File: src/hw/rtl/phl_pkg.sv
package phl_pkg;

    // Default geometry of the pad array and the capture.
    localparam int PAD_COUNT_DEF = 8;
    localparam int ROUNDS_DEF    = 16;

    // Field widths.
    localparam int SUM_W   = 14;
    localparam int BYTE_W  = 8;
    localparam int WIN_W   = 5;
    localparam int TICK_W  = 16;

    localparam logic [SUM_W-1:0] SUM_SAT = {SUM_W{1'b1}};

    // Configuration register indexes.
    localparam logic [1:0] REG_TRIGGER = 2'd0;
    localparam logic [1:0] REG_QUIET   = 2'd1;
    localparam logic [1:0] REG_DEBUG   = 2'd2;
    localparam logic [1:0] REG_TIMEOUT = 2'd3;

    // Register reset values.
    localparam logic [BYTE_W-1:0] TRIGGER_RST = 8'd50;
    localparam logic [BYTE_W-1:0] QUIET_RST   = 8'd20;
    localparam logic [TICK_W-1:0] TIMEOUT_RST = 16'd20000;

    // Input command codes.
    localparam logic CMD_SAMPLE = 1'b0;
    localparam logic CMD_TICK   = 1'b1;

    // Result kinds.
    localparam logic [1:0] KIND_START = 2'd0;
    localparam logic [1:0] KIND_PAD   = 2'd1;
    localparam logic [1:0] KIND_DONE  = 2'd2;

    // Colour codes.
    localparam logic [1:0] COL_NONE  = 2'd0;
    localparam logic [1:0] COL_RED   = 2'd1;
    localparam logic [1:0] COL_BLUE  = 2'd2;
    localparam logic [1:0] COL_GREEN = 2'd3;

    // Quiet rounds needed to end a cooldown.
    localparam logic [1:0] QUIET_MAX = 2'd3;

    // Control of the ring of sum cells, applied each cycle.
    typedef struct packed {
        logic              shift;
        logic              clear;
        logic [BYTE_W-1:0] add_val;
    } t_ring_ctl;

endpackage

File: src/hw/rtl/phl_cell.sv
module phl_cell (
    input  logic                         i_clk,
    input  logic                         i_rst_n,
    input  phl_pkg::t_ring_ctl           i_ctl,
    input  logic                         i_tail,
    input  logic [phl_pkg::SUM_W-1:0]    i_prev,
    output logic [phl_pkg::SUM_W-1:0]    o_sum
);

    logic [phl_pkg::SUM_W-1:0] r_sum;
    logic [phl_pkg::SUM_W:0]   w_total;
    logic [phl_pkg::SUM_W-1:0] n_sum;

    // The tail cell adds the sample to the sum it takes from the head.
    always_comb begin
        w_total = {1'b0, i_prev} +
                  (i_tail ? (phl_pkg::SUM_W+1)'(i_ctl.add_val) : '0);
        if (w_total[phl_pkg::SUM_W]) begin
            n_sum = phl_pkg::SUM_SAT;
        end else begin
            n_sum = w_total[phl_pkg::SUM_W-1:0];
        end
    end

    // Sum register: clear wins over a shift.
    always_ff @(posedge i_clk) begin
        if (!i_rst_n) begin
            r_sum <= '0;
        end else if (i_ctl.clear) begin
            r_sum <= '0;
        end else if (i_ctl.shift) begin
            r_sum <= n_sum;
        end
    end

    assign o_sum = r_sum;

endmodule

File: src/hw/rtl/phl_ring.sv
module phl_ring #(
    parameter int PAD_COUNT = phl_pkg::PAD_COUNT_DEF
) (
    input  logic                         i_clk,
    input  logic                         i_rst_n,
    input  phl_pkg::t_ring_ctl           i_ctl,
    output logic [phl_pkg::SUM_W-1:0]    o_head
);

    logic [phl_pkg::SUM_W-1:0] w_sum [PAD_COUNT];

    // Each cell takes its neighbor's sum on a shift; the tail takes the head.
    for (genvar g = 0; g < PAD_COUNT; g++) begin : g_cell
        phl_cell u_cell (
            .i_clk   (i_clk),
            .i_rst_n (i_rst_n),
            .i_ctl   (i_ctl),
            .i_tail  ((g == PAD_COUNT - 1) ? 1'b1 : 1'b0),
            .i_prev  (w_sum[(g + 1) % PAD_COUNT]),
            .o_sum   (w_sum[g])
        );
    end

    assign o_head = w_sum[0];

endmodule

File: src/hw/rtl/pad_hit_localizer_core.sv
// Pad hit localizer.
// Input items (pad readouts with cmd 0, millisecond ticks with cmd 1) are
// transferred at a rising edge where start is high and busy is low. Readouts
// are assigned to pads in polling order; the pad_number field is not used.
// Configuration is written through i_cfg_wr_en, i_cfg_index and i_cfg_wdata;
// the user must write it only while the block is idle; the block does not enforce this.
// Results appear for exactly one cycle with o_valid high, in the cycle after
// the edge that caused them; the receiver cannot stall them.
// The readout that completes the last capture round starts a walk of the ring
// of pad cells: a scan of every pad sum to find the winner, then one per-pad
// result per cycle, one for each pad. busy is high while the block scans and
// emits, and the first per-pad result shows once the scan is done.
// The walk length is set by the ring, which presents one pad sum per cycle.
// Synchronous reset puts the block in idle, clears the pad sums in the ring, the winner and
// the counters, and loads the register reset values.
module pad_hit_localizer_core #(
    parameter int PAD_COUNT = phl_pkg::PAD_COUNT_DEF,
    parameter int ROUNDS    = phl_pkg::ROUNDS_DEF
) (
    input  logic                          i_clk,
    input  logic                          i_rst_n,
    input  logic                          start,
    output logic                          busy,
    input  logic                          i_cmd,
    input  logic [3:0]                    i_pad_number,
    input  logic [7:0]                    i_readout,
    input  logic                          i_timed_out,
    input  logic                          i_cfg_wr_en,
    input  logic [1:0]                    i_cfg_index,
    input  logic [15:0]                   i_cfg_wdata,
    output logic                          o_valid,
    output logic [1:0]                    o_kind,
    output logic [3:0]                    o_result_pad,
    output logic [phl_pkg::SUM_W-1:0]     o_pad_sum,
    output logic [phl_pkg::WIN_W-1:0]     o_winner,
    output logic [1:0]                    o_colour,
    output logic                          o_last
);

    localparam int POS_W = (PAD_COUNT > 1) ? $clog2(PAD_COUNT) : 1;
    localparam int CNT_W = (ROUNDS > 1) ? $clog2(ROUNDS) : 1;
    localparam logic [POS_W-1:0] POS_LAST = POS_W'(PAD_COUNT - 1);
    localparam logic [CNT_W-1:0] CNT_LAST = CNT_W'(ROUNDS - 1);

    typedef enum logic [2:0] {
        ST_IDLE,
        ST_CAPTURE,
        ST_SCAN,
        ST_EMIT,
        ST_COOL
    } t_state;

    // Configuration registers.
    logic [7:0]                  r_trigger;
    logic [7:0]                  r_quiet;
    logic                        r_debug;
    logic [15:0]                 r_timeout;

    // Control state.
    t_state                      r_state,    n_state;
    logic [POS_W-1:0]            r_pos,      n_pos;
    logic [POS_W-1:0]            r_walk,     n_walk;
    logic [CNT_W-1:0]            r_cnt,      n_cnt;
    logic [phl_pkg::SUM_W-1:0]   r_max,      n_max;
    logic [phl_pkg::WIN_W-1:0]   r_winner,   n_winner;
    logic                        r_red_done, n_red_done;
    logic                        r_dbg,      n_dbg;
    logic                        r_noisy,    n_noisy;
    logic [1:0]                  r_quiet_cnt, n_quiet_cnt;
    logic [15:0]                 r_elapsed,  n_elapsed;

    // Registered result.
    logic                        r_valid,    n_valid;
    logic [1:0]                  r_kind,     n_kind;
    logic [3:0]                  r_rpad,     n_rpad;
    logic [phl_pkg::SUM_W-1:0]   r_psum,     n_psum;
    logic [phl_pkg::WIN_W-1:0]   r_owin,     n_owin;
    logic [1:0]                  r_col,      n_col;
    logic                        r_last,     n_last;

    phl_pkg::t_ring_ctl          w_ctl;
    logic [phl_pkg::SUM_W-1:0]   w_head;
    logic                        w_accept;
    logic                        w_busy;
    logic [7:0]                  w_value;
    logic                        w_noisy_now;
    logic [1:0]                  w_quiet_next;
    logic [phl_pkg::SUM_W+1:0]   w_three_q;

    phl_ring #(
        .PAD_COUNT (PAD_COUNT)
    ) u_ring (
        .i_clk   (i_clk),
        .i_rst_n (i_rst_n),
        .i_ctl   (w_ctl),
        .o_head  (w_head)
    );

    assign w_busy   = (r_state == ST_SCAN) || (r_state == ST_EMIT);
    assign w_accept = start && !w_busy;
    assign w_value  = i_timed_out ? 8'hFF : i_readout;
    assign w_three_q = ((phl_pkg::SUM_W+2)'(r_max) * 3) >> 2;

    // Cooldown round bookkeeping for the current readout.
    always_comb begin
        w_noisy_now = r_noisy || i_timed_out || (i_readout > r_quiet);
        if (w_noisy_now) begin
            w_quiet_next = '0;
        end else if (r_quiet_cnt < phl_pkg::QUIET_MAX) begin
            w_quiet_next = r_quiet_cnt + 2'd1;
        end else begin
            w_quiet_next = r_quiet_cnt;
        end
    end

    // Next-state logic for the sequencer and the result register.
    always_comb begin
        n_state     = r_state;
        n_pos       = r_pos;
        n_walk      = r_walk;
        n_cnt       = r_cnt;
        n_max       = r_max;
        n_winner    = r_winner;
        n_red_done  = r_red_done;
        n_dbg       = r_dbg;
        n_noisy     = r_noisy;
        n_quiet_cnt = r_quiet_cnt;
        n_elapsed   = r_elapsed;
        n_valid     = 1'b0;
        n_kind      = r_kind;
        n_rpad      = r_rpad;
        n_psum      = r_psum;
        n_owin      = r_owin;
        n_col       = r_col;
        n_last      = r_last;
        w_ctl       = '0;

        case (r_state)
            ST_IDLE: begin
                if (w_accept && (i_cmd == phl_pkg::CMD_SAMPLE) && !i_timed_out &&
                    (i_readout > r_trigger)) begin
                    n_state = ST_CAPTURE;
                    n_cnt   = '0;
                    n_pos   = '0;
                    n_valid = 1'b1;
                    n_kind  = phl_pkg::KIND_START;
                    n_rpad  = '0;
                    n_psum  = '0;
                    n_owin  = '0;
                    n_col   = phl_pkg::COL_NONE;
                    n_last  = 1'b0;
                end
            end

            ST_CAPTURE: begin
                if (w_accept && (i_cmd == phl_pkg::CMD_SAMPLE)) begin
                    w_ctl.shift   = 1'b1;
                    w_ctl.add_val = (w_value > r_trigger) ? w_value : '0;
                    if (r_pos == POS_LAST) begin
                        n_pos = '0;
                        if (r_cnt == CNT_LAST) begin
                            n_state = ST_SCAN;
                            n_walk  = '0;
                            n_max   = phl_pkg::SUM_W'(r_trigger);
                            n_dbg   = r_debug;
                        end else begin
                            n_cnt = r_cnt + 1'b1;
                        end
                    end else begin
                        n_pos = r_pos + 1'b1;
                    end
                end
            end

            // Winner search: one pad sum passes the head per cycle.
            ST_SCAN: begin
                w_ctl.shift = 1'b1;
                if (w_head > r_max) begin
                    n_max    = w_head;
                    n_winner = phl_pkg::WIN_W'(r_walk) + 1'b1;
                end
                if (r_walk == POS_LAST) begin
                    n_state    = ST_EMIT;
                    n_walk     = '0;
                    n_red_done = 1'b0;
                end else begin
                    n_walk = r_walk + 1'b1;
                end
            end

            // One per-pad result per cycle.
            ST_EMIT: begin
                w_ctl.shift = 1'b1;
                n_valid = 1'b1;
                n_kind  = phl_pkg::KIND_PAD;
                n_rpad  = 4'(r_walk);
                n_psum  = w_head;
                n_owin  = r_winner;
                n_last  = (r_walk == POS_LAST);
                n_col   = phl_pkg::COL_NONE;
                if (r_dbg) begin
                    if (!r_red_done && (w_head == r_max)) begin
                        n_col      = phl_pkg::COL_RED;
                        n_red_done = 1'b1;
                    end else if ((phl_pkg::SUM_W+2)'(w_head) > w_three_q) begin
                        n_col = phl_pkg::COL_BLUE;
                    end else if (w_head > (r_max >> 1)) begin
                        n_col = phl_pkg::COL_GREEN;
                    end
                end
                if (r_walk == POS_LAST) begin
                    n_walk = '0;
                    if (r_dbg) begin
                        n_state     = ST_COOL;
                        n_elapsed   = '0;
                        n_quiet_cnt = '0;
                        n_noisy     = 1'b0;
                    end else begin
                        w_ctl.clear = 1'b1;
                        n_state     = ST_IDLE;
                    end
                end else begin
                    n_walk = r_walk + 1'b1;
                end
            end

            ST_COOL: begin
                if (w_accept && (i_cmd == phl_pkg::CMD_TICK)) begin
                    if (r_elapsed != 16'hFFFF) begin
                        n_elapsed = r_elapsed + 16'd1;
                    end
                end else if (w_accept) begin
                    if (r_pos == POS_LAST) begin
                        n_pos   = '0;
                        n_noisy = 1'b0;
                        if ((r_elapsed > r_timeout) || (w_quiet_next > 2'd2)) begin
                            w_ctl.clear = 1'b1;
                            n_state     = ST_IDLE;
                            n_quiet_cnt = '0;
                            n_elapsed   = '0;
                            n_valid     = 1'b1;
                            n_kind      = phl_pkg::KIND_DONE;
                            n_rpad      = '0;
                            n_psum      = '0;
                            n_owin      = r_winner;
                            n_col       = phl_pkg::COL_NONE;
                            n_last      = 1'b1;
                        end else begin
                            n_quiet_cnt = w_quiet_next;
                        end
                    end else begin
                        n_noisy = w_noisy_now;
                        n_pos   = r_pos + 1'b1;
                    end
                end
            end

            default: begin
                n_state = ST_IDLE;
            end
        endcase
    end

    // State, configuration and registered outputs.
    always_ff @(posedge i_clk) begin
        if (!i_rst_n) begin
            r_trigger   <= phl_pkg::TRIGGER_RST;
            r_quiet     <= phl_pkg::QUIET_RST;
            r_debug     <= 1'b0;
            r_timeout   <= phl_pkg::TIMEOUT_RST;
            r_state     <= ST_IDLE;
            r_pos       <= '0;
            r_walk      <= '0;
            r_cnt       <= '0;
            r_winner    <= '0;
            r_red_done  <= 1'b0;
            r_dbg       <= 1'b0;
            r_noisy     <= 1'b0;
            r_quiet_cnt <= '0;
            r_elapsed   <= '0;
            r_valid     <= 1'b0;
        end else begin
            if (i_cfg_wr_en) begin
                case (i_cfg_index)
                    phl_pkg::REG_TRIGGER: r_trigger <= i_cfg_wdata[7:0];
                    phl_pkg::REG_QUIET:   r_quiet   <= i_cfg_wdata[7:0];
                    phl_pkg::REG_DEBUG:   r_debug   <= i_cfg_wdata[0];
                    phl_pkg::REG_TIMEOUT: r_timeout <= i_cfg_wdata;
                    default: begin
                    end
                endcase
            end
            r_state     <= n_state;
            r_pos       <= n_pos;
            r_walk      <= n_walk;
            r_cnt       <= n_cnt;
            r_winner    <= n_winner;
            r_red_done  <= n_red_done;
            r_dbg       <= n_dbg;
            r_noisy     <= n_noisy;
            r_quiet_cnt <= n_quiet_cnt;
            r_elapsed   <= n_elapsed;
            r_valid     <= n_valid;
        end
        r_max  <= n_max;
        r_kind <= n_kind;
        r_rpad <= n_rpad;
        r_psum <= n_psum;
        r_owin <= n_owin;
        r_col  <= n_col;
        r_last <= n_last;
    end

    assign busy         = w_busy;
    assign o_valid      = r_valid;
    assign o_kind       = r_kind;
    assign o_result_pad = r_rpad;
    assign o_pad_sum    = r_psum;
    assign o_winner     = r_owin;
    assign o_colour     = r_col;
    assign o_last       = r_last;

endmodule

File: config.mk
export PLATFORM = sky130hd
export DESIGN_NAME = pad_hit_localizer_core
export DESIGN_NICKNAME = d
export VERILOG_FILES = /design/src/hw/rtl/phl_pkg.sv /design/src/hw/rtl/phl_cell.sv /design/src/hw/rtl/phl_ring.sv /design/src/hw/rtl/pad_hit_localizer_core.sv
export SDC_FILE = /design/constraint.sdc
export NUM_CORES = 1
export LEC_CHECK = 0
export BUFFER_PORTS_ARGS = -buffer_cell sky130_fd_sc_hd__buf_4
export CORE_MARGIN = 5
export CORE_UTILIZATION = 45
export CTS_CLUSTER_DIAMETER = 200
export DETAILED_ROUTE_END_ITERATION = 10
export PLACE_DENSITY = 0.66
export SYNTH_ARGS = -nofsm -noshare
export SYNTH_HDL_FRONTEND = slang
export SYNTH_SLANG_ARGS = --single-unit
File: constraint.sdc
create_clock -name i_clk -period 11.9 [get_ports i_clk]
set_input_delay 0.595 -clock i_clk [delete_from_list [all_inputs] [get_ports i_clk]]
set_output_delay 0.595 -clock i_clk [all_outputs]
set_load 0.02 [all_outputs]
; Yosys cells after proc, flatten, opt, wreduce, memory -nomap -nowiden
; Cells that the tools add are included.
[classes]
muxes = 114
n_eq_ne = 30
n_reduce_logical = 40
div_mod_pow = 0
order_cmp = 9
add_sub_neg = 7
bitwise = 2
n_mul = 1
shifts = 0
[ops]
columns = cell, count
row1 = $mux W14, 10
row2 = $mux W16, 7
row3 = $mux W3, 20
row4 = $mux W2, 21
row5 = $pmux W14 S3, 1
row6 = $mux W4, 8
row7 = $mux W8, 4
row8 = $pmux W16 S2, 1
row9 = $gt A14 B14 Y1, 2
row10 = $pmux W14 S2, 1
row11 = $mux W5, 5
row12 = $gt A8 B8 Y1, 3
row13 = $mux W1, 21
row14 = $ne A2 B2 Y1 const B, 10
row15 = $reduce_and A5 Y1, 4
row16 = $add A16 B1 Y16 const B, 1
row17 = $gt A16 B16 Y1, 1
row18 = $mul A14 B2 Y16 const B, 1
row19 = $ne A16 B16 Y1 const B, 1
row20 = $add A14 B8 Y15, 1
row21 = $pmux W3 S5, 1
row22 = $pmux W5 S3, 1
row23 = $eq A14 B14 Y1, 1
row24 = $gt A14 B13 Y1, 1
row25 = other kinds (36), 76
[word_totals]
wordCells = 233
regBits = 227
rom_bits = 0
in_bits = 36
n_memories = 0
latch_bits = 0
out_inout_bits = 30
mem_bits_rw = 0

; Logic depth before layout (Yosys ltp)
; Gate-level depths: netlist of run 1.
[depth]
word_depth = 11
mapped_depth = 20
mapped_depth_nobuf = 18

; Hierarchy
; From an unflattened synthesis of run 1, not the netlist that was laid out.
[hier_totals]
cells_unflattened = 1773
hier_area_um2 = 15483.6
[by_module_without_submodules]
columns = mod, area_each_um2, instances, seq_area_each_um2, cells_each
row1 = pad_hit_localizer_core, 7282.0, 1, 2642.5, 826
row2 = phl_cell (u_ring.g_cell[0].u_cell ...), 1022.2, 7, 280.3, 118
row3 = phl_cell (u_ring.g_cell[6].u_cell), 1038.5, 1, 280.3, 119
row4 = phl_ring, 7.5, 1, 0.0, 2

; Worst setup path before layout of run 1
; OpenSTA, ideal clock, no wires.
[synth_path]
kind = input to register
from = in i_timed_out
to = reg u_ring.g_cell[7].u_cell.r_sum (netlist bit u_ring.g_cell[7].u_cell.o_sum[11])
setup_slack_ns = 7.301
arrival_time_ns = 4.471
path_stages = 20
cell_sequence = clkbuf_1 > or2_2 > ha_1 > nor2b_1 > o21a_1 > o21a_1 > o21ai_0 > a21oi_1 > o31ai_1 > nor2_1 > ha_1 > fa_1 > a21oi_1 > o21ai_0 > nand2_1 > a21oi_1 > a31o_2 > clkbuf_1 > nor4b_1 > nor4_1
[synth_via]
elab_chain_len = 11
elab_cells_between_ends = 18
classes_between = add/sub (1) / order compare (2) / mux (11) / reduce/logical (4)
[synth_lines]
columns = element, line
row1 = from (decl), pad_hit_localizer_core.sv:27  ; input logic i_timed_out,
row2 = branches (longest 11 deep; another with $add A14 B8 Y15), --
row3 = to (signal assigned), phl_cell.sv:32  ; r_sum <= n_sum;
row4 = to (decl), phl_cell.sv:10  ; logic [phl_pkg::SUM_W-1:0] r_sum;
; Parallel ways; which one is timed is not known.
; A chain may end at the register's enable or synchronous reset.

; Final worst setup path of run 1
; Ends and elaborated chain as after synthesis.

==> qor.txt, run 1 <==
Post-CTS setup buffer count = 0
Initial Util = 45.8%
Final RePlAce weighted congestion = 0.886
Sw frac = 22.4%
Total net switching power = 0.371 mW
Crit path max fanout = 11
Top_reg_cell synth = dfxtp_1
Fillers = 2,384
Core ar. = 25,300 um2
Largest net degree at the start of global routing = 112
Post-synth EDFFs = 40
TritonRoute pass-1 iters = 4
Reg2Reg Depth = 18
Global Route met3 Usage = 1.92%
Die area = 29,100 um2
Post-DRT Antenna Nets = 0
Post-Syn Area = 11,600 um2
Reg-to-reg critical path endpoint = u_ring.g_cell[7].u_cell.o_sum[11]
Max Fclk = 221 MHz
Maximum root-to-sink buffer count = 3
R2R Path Start = r_trigger[1]
Critical Path Source = i_timed_out
Congestion Overflow GR = 0
Footprint of the multi-input gates = 6220 um2
Synth area leaders = dfxtp_1, ha_1, edfxtp_1
# rows = 58
Share of cells above drive strength 1 = 9.21%
Period Utilization, post-route = 38.0%
Reg-to-reg slack, setup = 7540 ps
Status = finished, final reports clean
Root buffer cell = clkbuf_16
Die Wd = 171 um
Critical path class = in2reg
Syn. warnings = 0
Pint = 1.28 mW
Placed cells = 1,707
Gate power share = 6.3%
Fin Setup TNS = 0 ps
Power density over the cells = 127 nW/um2
CTS tree = done
Final Cell Area = 13,100 um2
Wire per inst = 14.3 um
CP endpoint = u_ring.g_cell[7].u_cell.o_sum[11]
Area delta synth->final = 12.6%
Non-filler cells, final = 1,753
Vias = 9,390
CP Data Required Time = 12,260 ps
I/O pin count = 66
Placed cell area = 12,200 um2
Slew of the pin with the lowest slew margin = 1120 ps
RSZ-0062 raised after global routing = false
Post-CTS Hold Fix Bufs = 0
Sequential cell area = 4880 um2
Largest area contributor in the netlist = dfxtp_1
Top-count cell post-synth = nand2_1
Worst-skew pair later-pin latency = 520 ps
# H-tree levels = 1
Clock sinks = 224
Worst-path clk slew = 60 ps
Slew Viols, Final = 0
Min-delay worst type = in2reg
Leakage = 5.16 nW
HPWL after DPL = 17,700 um
Residual DRC = 0
Met2 GRT Util = 28.2%
Share of Yosys cell area claimed by the top area cell type = 31.7%
Most Crowded Layer GR = met2
Endpoints failing setup = 0
Final hold viol count = 0
Initial antenna violation count = 0
Slew headroom = 25.5%
Initial DRC Count = 635
Ys async rst share = 0%
Syn avg cell area = 8.42 um2
Worst Path Arrival = 4880 ps
Sequential cell area fraction in the yosys report = 42.1%
CP endpoint kind = flip-flop
Post-route minimum period = 4520 ps
Vias in the first global route = 8,904
Most frequent cells after synthesis = nand2_1, dfxtp_1, a21oi_1
IO Port Bufs = 59
Final nets = 1,550
GRT Util Overall = 17.1%
Post-Syn Instances = 1,379
Number of max-cap violations = 0
Startpoint types = primary input
Flop pwr share = 47.8%
Clk_skew = 12.6 ps
Clock power share = 45.9%
Post-synthesis register bit count = 224
Antenna diode count = 0
CTS Buf Count = 25
Post-synth cell types = 70
Via/cell ratio = 5.36
First-pass GRT wire length = 42,500 um
Post-cts sizing count = 0
Met1 Track Usage GR = 24.1%
Post-Route WL = 25,100 um
Highest ir drop seen on vdd = 0.0870 mV
Die height = 171 um
[cell type report]
class                      instances  share of cell area, %
timing repair buffer              65                   3.73
clock buffer                      40                   5.85
multi-input combinational       1024                   47.6
sequential                       224                   37.4
inverter                          64                   1.84
tap                              330                   3.16
clock inverter                     6                  0.440
[per-stage QoR]
stage          setup WS (ps)  utilization (%)  power, mW  hold WS, ps
6_report                7380             51.6       1.65          302
5_1_grt                 6940             51.6       1.72          318
4_1_cts                 7370             51.6       1.67          293
3_5_place_dp            6860             48.4      0.912          442
3_3_place_gp            6910             48.4      0.910          436
2_1_floorplan           7300                -      0.875          424
[power by group through the flow]
stage	combinational [mW]	clock (mW)	sequential (mW)
final	0.104	0.759	0.791
after global routing	0.116	0.808	0.792
after CTS	0.105	0.776	0.791
after detailed placement	0.104	0	0.807
after global placement	0.103	0	0.807
after floorplan	0.0608	0	0.814
[critical path: stages]
cell and delay (ps):
buf_4 150, or2_2 320, ha_1 300, nor2b_1 140
o21a_1 160, o21a_1 160, o21ai_0 170, a21oi_1 100
o31ai_1 700, nor2_1 100, ha_1 240, fa_1 410
a21oi_1 210, o21ai_0 140, nand2_1 100, a21oi_1 150
a31o_2 380, nor4b_1 280, nor4_1 90
[worst min-delay path by stage]
stage | from | cells past startpoint | slack [ps] | endpoint
floorplan | r_cnt[3] | 1 | 420 | r_cnt[3]
global placement | u_ring.g_cell[4].u_cell.o_sum[5] | 2 | 440 | u_ring.g_cell[3].u_cell.o_sum[5]
detailed placement | u_ring.g_cell[4].u_cell.o_sum[5] | 2 | 440 | u_ring.g_cell[3].u_cell.o_sum[5]
CTS | i_cfg_wdata[9] | 3 | 290 | r_timeout[9]
global route | i_cfg_wdata[9] | 3 | 320 | r_timeout[9]
finish | i_cfg_wdata[9] | 3 | 300 | r_timeout[9]
[metal layers]
metal  part of all wire, %  up-vias
li1                      -     4844
met1                    49     4346
met2                    45      163
met3                   3.8       37
met4                   1.9        0
met5                     0        -
[cell families (layout without fill, tap and decap cells)]
kind of cell,after synthesis,count (layout),share of synthesized area [%]
adder cells (fa/ha/maj),110,110,12.0
flip-flops,224,224,42.1
XOR/XNOR,24,24,1.81
AO/OA/AOI/OAI,316,316,16.5
other,1,2,0.0323
AND/OR/NAND/NOR,558,558,21.8
buffers and inverters,132,175,4.56
multiplexers,14,14,1.23
[cell usage in the layout (no fill, tap or decap), types with 4 or more instances in the layout]
| master | netlist | layout |
|---|---|---|
| buf_4 | 2 | 65 |
| nand4_1 | 22 | 22 |
| dfxtp_1 | 184 | 184 |
| mux2i_1 | 12 | 12 |
| xor2_1 | 12 | 12 |
| xnor2_1 | 12 | 12 |
| o22ai_2 | 6 | 6 |
| a21o_1 | 12 | 12 |
| a21oi_1 | 161 | 161 |
| o22ai_1 | 12 | 12 |
| or2_2 | 12 | 11 |
| inv_1 | 62 | 62 |
| nor2b_1 | 25 | 25 |
| o21ai_0 | 41 | 41 |
| and3_1 | 11 | 11 |
| clkbuf_1 | 55 | 9 |
| o31ai_1 | 6 | 6 |
| ha_1 | 108 | 108 |
| o21a_1 | 8 | 8 |
| nand2_1 | 304 | 304 |
| clkbuf_16 | 0 | 27 |
| a31oi_1 | 10 | 10 |
| nand2b_1 | 11 | 11 |
| and2_1 | 25 | 25 |
| nor3b_1 | 4 | 4 |
| nor2_1 | 78 | 76 |
| nor3_1 | 20 | 20 |
| edfxtp_1 | 40 | 40 |
| or3_1 | 4 | 4 |
| a21boi_0 | 4 | 4 |
| clkbuf_8 | 0 | 4 |
| nor4_1 | 6 | 6 |
| nand3b_1 | 5 | 5 |
| o211ai_1 | 18 | 18 |
| nand3_1 | 20 | 20 |
| a211oi_1 | 5 | 5 |
[flip-flops by register name (all words and copies together) (netlist names), 2 cells and up]
register                    count
u_ring.g_cell.u_cell.o_sum    112
r_elapsed                      16
r_timeout                      16
o_pad_sum                      14
r_max                          14
r_quiet                         8
r_trigger                       8
o_winner                        4
r_cnt                           4
r_winner                        4
o_result_pad                    3
r_pos                           3
r_state                         3
r_walk                          3
o_colour                        2
o_kind                          2
r_quiet_cnt                     2
(Power assumes the default switching activity.)
==> inputs of run 2 (changes only) <==
--- a/config.mk
+++ b/config.mk
@@ -5,12 +5,13 @@
 export SDC_FILE = /design/constraint.sdc
 export NUM_CORES = 1
 export LEC_CHECK = 0
+export ABC_AREA = 1
 export BUFFER_PORTS_ARGS = -buffer_cell sky130_fd_sc_hd__buf_4
 export CORE_MARGIN = 5
 export CORE_UTILIZATION = 45
 export CTS_CLUSTER_DIAMETER = 200
 export DETAILED_ROUTE_END_ITERATION = 10
-export PLACE_DENSITY = 0.66
+export PLACE_DENSITY = 0.68
 export SYNTH_ARGS = -nofsm -noshare
 export SYNTH_HDL_FRONTEND = slang
 export SYNTH_SLANG_ARGS = --single-unit
==> constraint.sdc (replaced) <==
create_clock -name i_clk -period 4 [get_ports i_clk]
set_input_delay 0.2 -clock i_clk [delete_from_list [all_inputs] [get_ports i_clk]]
set_output_delay 0.2 -clock i_clk [all_outputs]
set_load 0.02 [all_outputs]
==> run 2 against run 1 <==
Clock-buffer cell count down 3. Hold slack worse by 250 ps. Global-route usage up 1.1 points. Cell count up 13%. First-iteration DRC count down 4.4%. Critical path depth down 1. Largest cell class unchanged. Largest power group unchanged.
==> qor.txt, run 2 <==
Die height = 173 um (was 171 um)
Die Wd = 173 um (was 171 um)
Flip-flop count of the largest register after layout = 112 (unchanged)
Top-count cell post-synth = nand2_1 (unchanged)
Leakage = 6.20 nW (was 5.16 nW)
Startpoint types = flip-flop (was primary input)
Power density over the cells = 573 nW/um2 (was 127 nW/um2)
Period Utilization, post-route = 91.8%
Endpoints failing setup = 0 (unchanged)
Synth area leaders = dfxtp_1, ha_1, edfxtp_1 (unchanged)
Fin Hold WS = 54.8 ps (was 302 ps)
Post-DRT Antenna Nets = 0 (unchanged)
HPWL after DPL = 19,600 um (was 17,700 um)
Post-route minimum period = 3670 ps
Share of cells above drive strength 1 = 7.76% (was 9.21%)
Post-Route WL = 27,600 um (was 25,100 um)
Residual DRC = 0 (unchanged)
Root buffer cell = clkbuf_16 (unchanged)
Largest area contributor in the netlist = dfxtp_1 (unchanged)
Number of max-cap violations = 0 (unchanged)
I/O pin count = 66 (unchanged)
TritonRoute pass-1 iters = 7 (was 4)
Largest net degree at the start of global routing = 113 (was 112)
GRT Util Overall = 18.2% (was 17.1%)
Synth Area in Compound Gates = 13.8% (was 16.5%)
Core ar. = 26,200 um2 (was 25,300 um2)
Antenna diode count = 0 (unchanged)
Setup WS post-layout = 330 ps (was 7380 ps)
Largest family of logic cells by synthesized area = simple AND/OR/NAND/NOR gates (unchanged)
Reg2Reg Depth = 18 (unchanged)
Highest ir drop seen on vdd = 0.364 mV (was 0.0870 mV)
Ys async rst share = 0% (unchanged)
Final RePlAce weighted congestion = 0.877 (was 0.886)
Syn. warnings = 0 (unchanged)
Slew of the pin with the lowest slew margin = 1210 ps (was 1120 ps)
First-pass GRT wire length = 46,600 um (was 42,500 um)
CTS Buf Count = 25 (unchanged)
Vias = 10.1k (was 9,390)
CP endpoint = o_colour[0] (was u_ring.g_cell[7].u_cell.o_sum[11])
Final nets = 1,778 (was 1,550)
Reg-to-reg critical path endpoint = o_colour[0] (was u_ring.g_cell[7].u_cell.o_sum[11])
CTS tree = done (unchanged)
Initial DRC Count = 607 (was 635)
XOR/XNOR Fraction of Synth Area = 1.31% (was 1.81%)
Post-Syn Instances = 1,575 (was 1,379)
Initial Util = 45.8% (about the same)
Post-synthesis register bit count = 224 (unchanged)
R2R Path Start = r_max[1] (was r_trigger[1])
Vias in the first global route = 9,690 (was 8,904)
Post-synth cell types = 43 (was 70)
Post-synth EDFFs = 40 (unchanged)
Top_reg_cell synth = dfxtp_1 (unchanged)
Synthesized-area fraction occupied by and/or/nand/nor cells = 21.5% (was 21.8%)
Critical Path Source = r_max[1] (was i_timed_out)
Worst Path Arrival = 3940 ps (was 4880 ps)
Worst-path clk slew = 60 ps (about the same)
Area delta synth->final = 14.2% (was 12.6%)
Post-Syn Area = 12,000 um2 (was 11,600 um2)
Initial antenna violation count = 1 (was 0)
Crit path max fanout = 4 (was 11)
Fillers = 2,423 (was 2,384)
Die area = 30,100 um2 (was 29,100 um2)
Worst-skew pair later-pin latency = 520 ps (about the same)
Syn avg cell area = 7.62 um2 (was 8.42 um2)
Reg-to-reg slack, setup = 330 ps (was 7540 ps)
Maximum root-to-sink buffer count = 3 (unchanged)
CP endpoint kind = flip-flop (unchanged)
Hold path start = i_cfg_index[0] (was i_cfg_wdata[9])
# H-tree levels = 1 (unchanged)
RSZ-0062 raised after global routing = false (unchanged)
Clk_skew = 12.7 ps (was 12.6 ps)
# rows = 59 (was 58)
Status = finished, final reports clean (unchanged)
Most common cell after layout, fill and taps aside = nand2_1 (unchanged)
CP Data Required Time = 4270 ps (was 12,260 ps)
Share of Yosys cell area claimed by the top area cell type = 30.7% (was 31.7%)
Via/cell ratio = 5.11 (was 5.36)
Setup slack at placement = 318 ps (was 6860 ps)
Min-delay worst type = in2reg (unchanged)
Congestion Overflow GR = 0 (unchanged)
Synth Area in Adders = 11.6% (was 12.0%)
Slew headroom = 19.1% (was 25.5%)
Critical path class = reg2reg (was in2reg)
Fin Setup TNS = 0 ps (unchanged)
Post-synthesis mux area share = 2.83% (was 1.23%)
Final hold viol count = 0 (unchanged)
Post-cts sizing count = 0 (unchanged)
Clock sinks = 224 (unchanged)
Max Fclk = 272 MHz
Most frequent cells in the layout = nand2_1, nor2_1, inv_1, dfxtp_1, a21oi_1 (was nand2_1, dfxtp_1, a21oi_1)
Slew Viols, Final = 0 (unchanged)
Wire per inst = 13.9 um (was 14.3 um)
IO Port Bufs = 59 (unchanged)
Most frequent cells after synthesis = nand2_1, nor2_1, dfxtp_1, inv_1, a21oi_1 (was nand2_1, dfxtp_1, a21oi_1)
Sequential cell area fraction in the yosys report = 40.7% (was 42.1%)
[run 2: cell types whose count changed in the layout (fill, tap and decap cells not counted), moves of 16 or more]
cell	before	now
dlygate4sd3_1	0	16
and2_1	25	1
a21oi_1	161	132
mux2i_1	12	34
o21ai_0	41	118
o21ai_1	1	24
nor2b_1	25	0
inv_1	62	184
nand3_1	20	67
nor2_1	76	241
nand2_1	304	276
[run 2: cells by family after synthesis]
group | after synthesis
adder cells (fa/ha/maj) | 110
buffers and inverters | 248
XOR/XNOR | 18
flip-flops | 224
multiplexers | 34
AO/OA/AOI/OAI | 312
AND/OR/NAND/NOR | 628
other | 1
[run 2: cell type report]
type                    instances  area, um2  share of cell area, %
flip-flops and latches        224       4880                   35.6
clock buffers                  37        731                   5.33
multi-input cells            1104       6150                   44.8
repair buffers                 87        718                   5.24
clock inverters                 8       96.3                  0.703
well taps                     335        419                   3.06
inverters                     190        713                   5.20
[run 2: report_power, final]
group	internal [mW]	total, mW	switching, mW
Combinational	0.988	2.63	1.64
Clock	1.39	2.29	0.900
Sequential	2.70	2.94	0.240
[run 2: how the worst min path moves through the flow]
| stage | slack (ps) | cells after the start | endpoint |
|---|---|---|---|
| floorplan | 330 | 2 | r_timeout[10] |
| global placement | 420 | 3 | r_timeout[14] |
| detailed placement | 430 | 3 | r_timeout[14] |
| CTS | 50 | 4 | r_debug |
| global route | 50 | 3 | r_debug |
| finish | 50 | 4 | r_debug |
[run 2: routing by layer]
layer  GRT usage (%)  part of all wire (%)  vias to the layer above
met2            30.7                    46                      163
li1                -                     -                     5296
met1            24.2                    47                     4628
met4            5.52                   2.5                        2
met3            2.77                   4.3                       51
met5               0                 0.047                        -
[run 2: metrics by stage]
step	total power [mW]	cell area, um2	util, %	instances
2_1_floorplan	4.83	12000	-	1576
3_3_place_gp	5.52	12700	48.6	1924
3_5_place_dp	5.58	12700	48.6	1924
4_1_cts	7.92	13700	52.3	1985
5_1_grt	8.43	13700	52.3	1985
6_report	7.86	13700	52.3	1985
[run 2: timing repair]
item / 4_1_cts / 5_1_grt
buffers inserted: 0 / 0
hold buffers: 16 / 0
hold endpoints to repair: 24 / 0
[run 2: critical path, cell delays in order, from the launching register on]
cell	delay (ps)
edfxtp_1	420
inv_1	100
fa_1	470
o31ai_1	390
nand2_1	90
nand2_1	110
nand3_1	80
nand2_1	100
a21boi_0	170
o21a_1	220
ha_1	310
nand2_1	90
nor4_1	280
nand2_1	80
nand2_1	60
o41ai_1	80
buf_4	160
a21oi_1	150
nor2_1	50
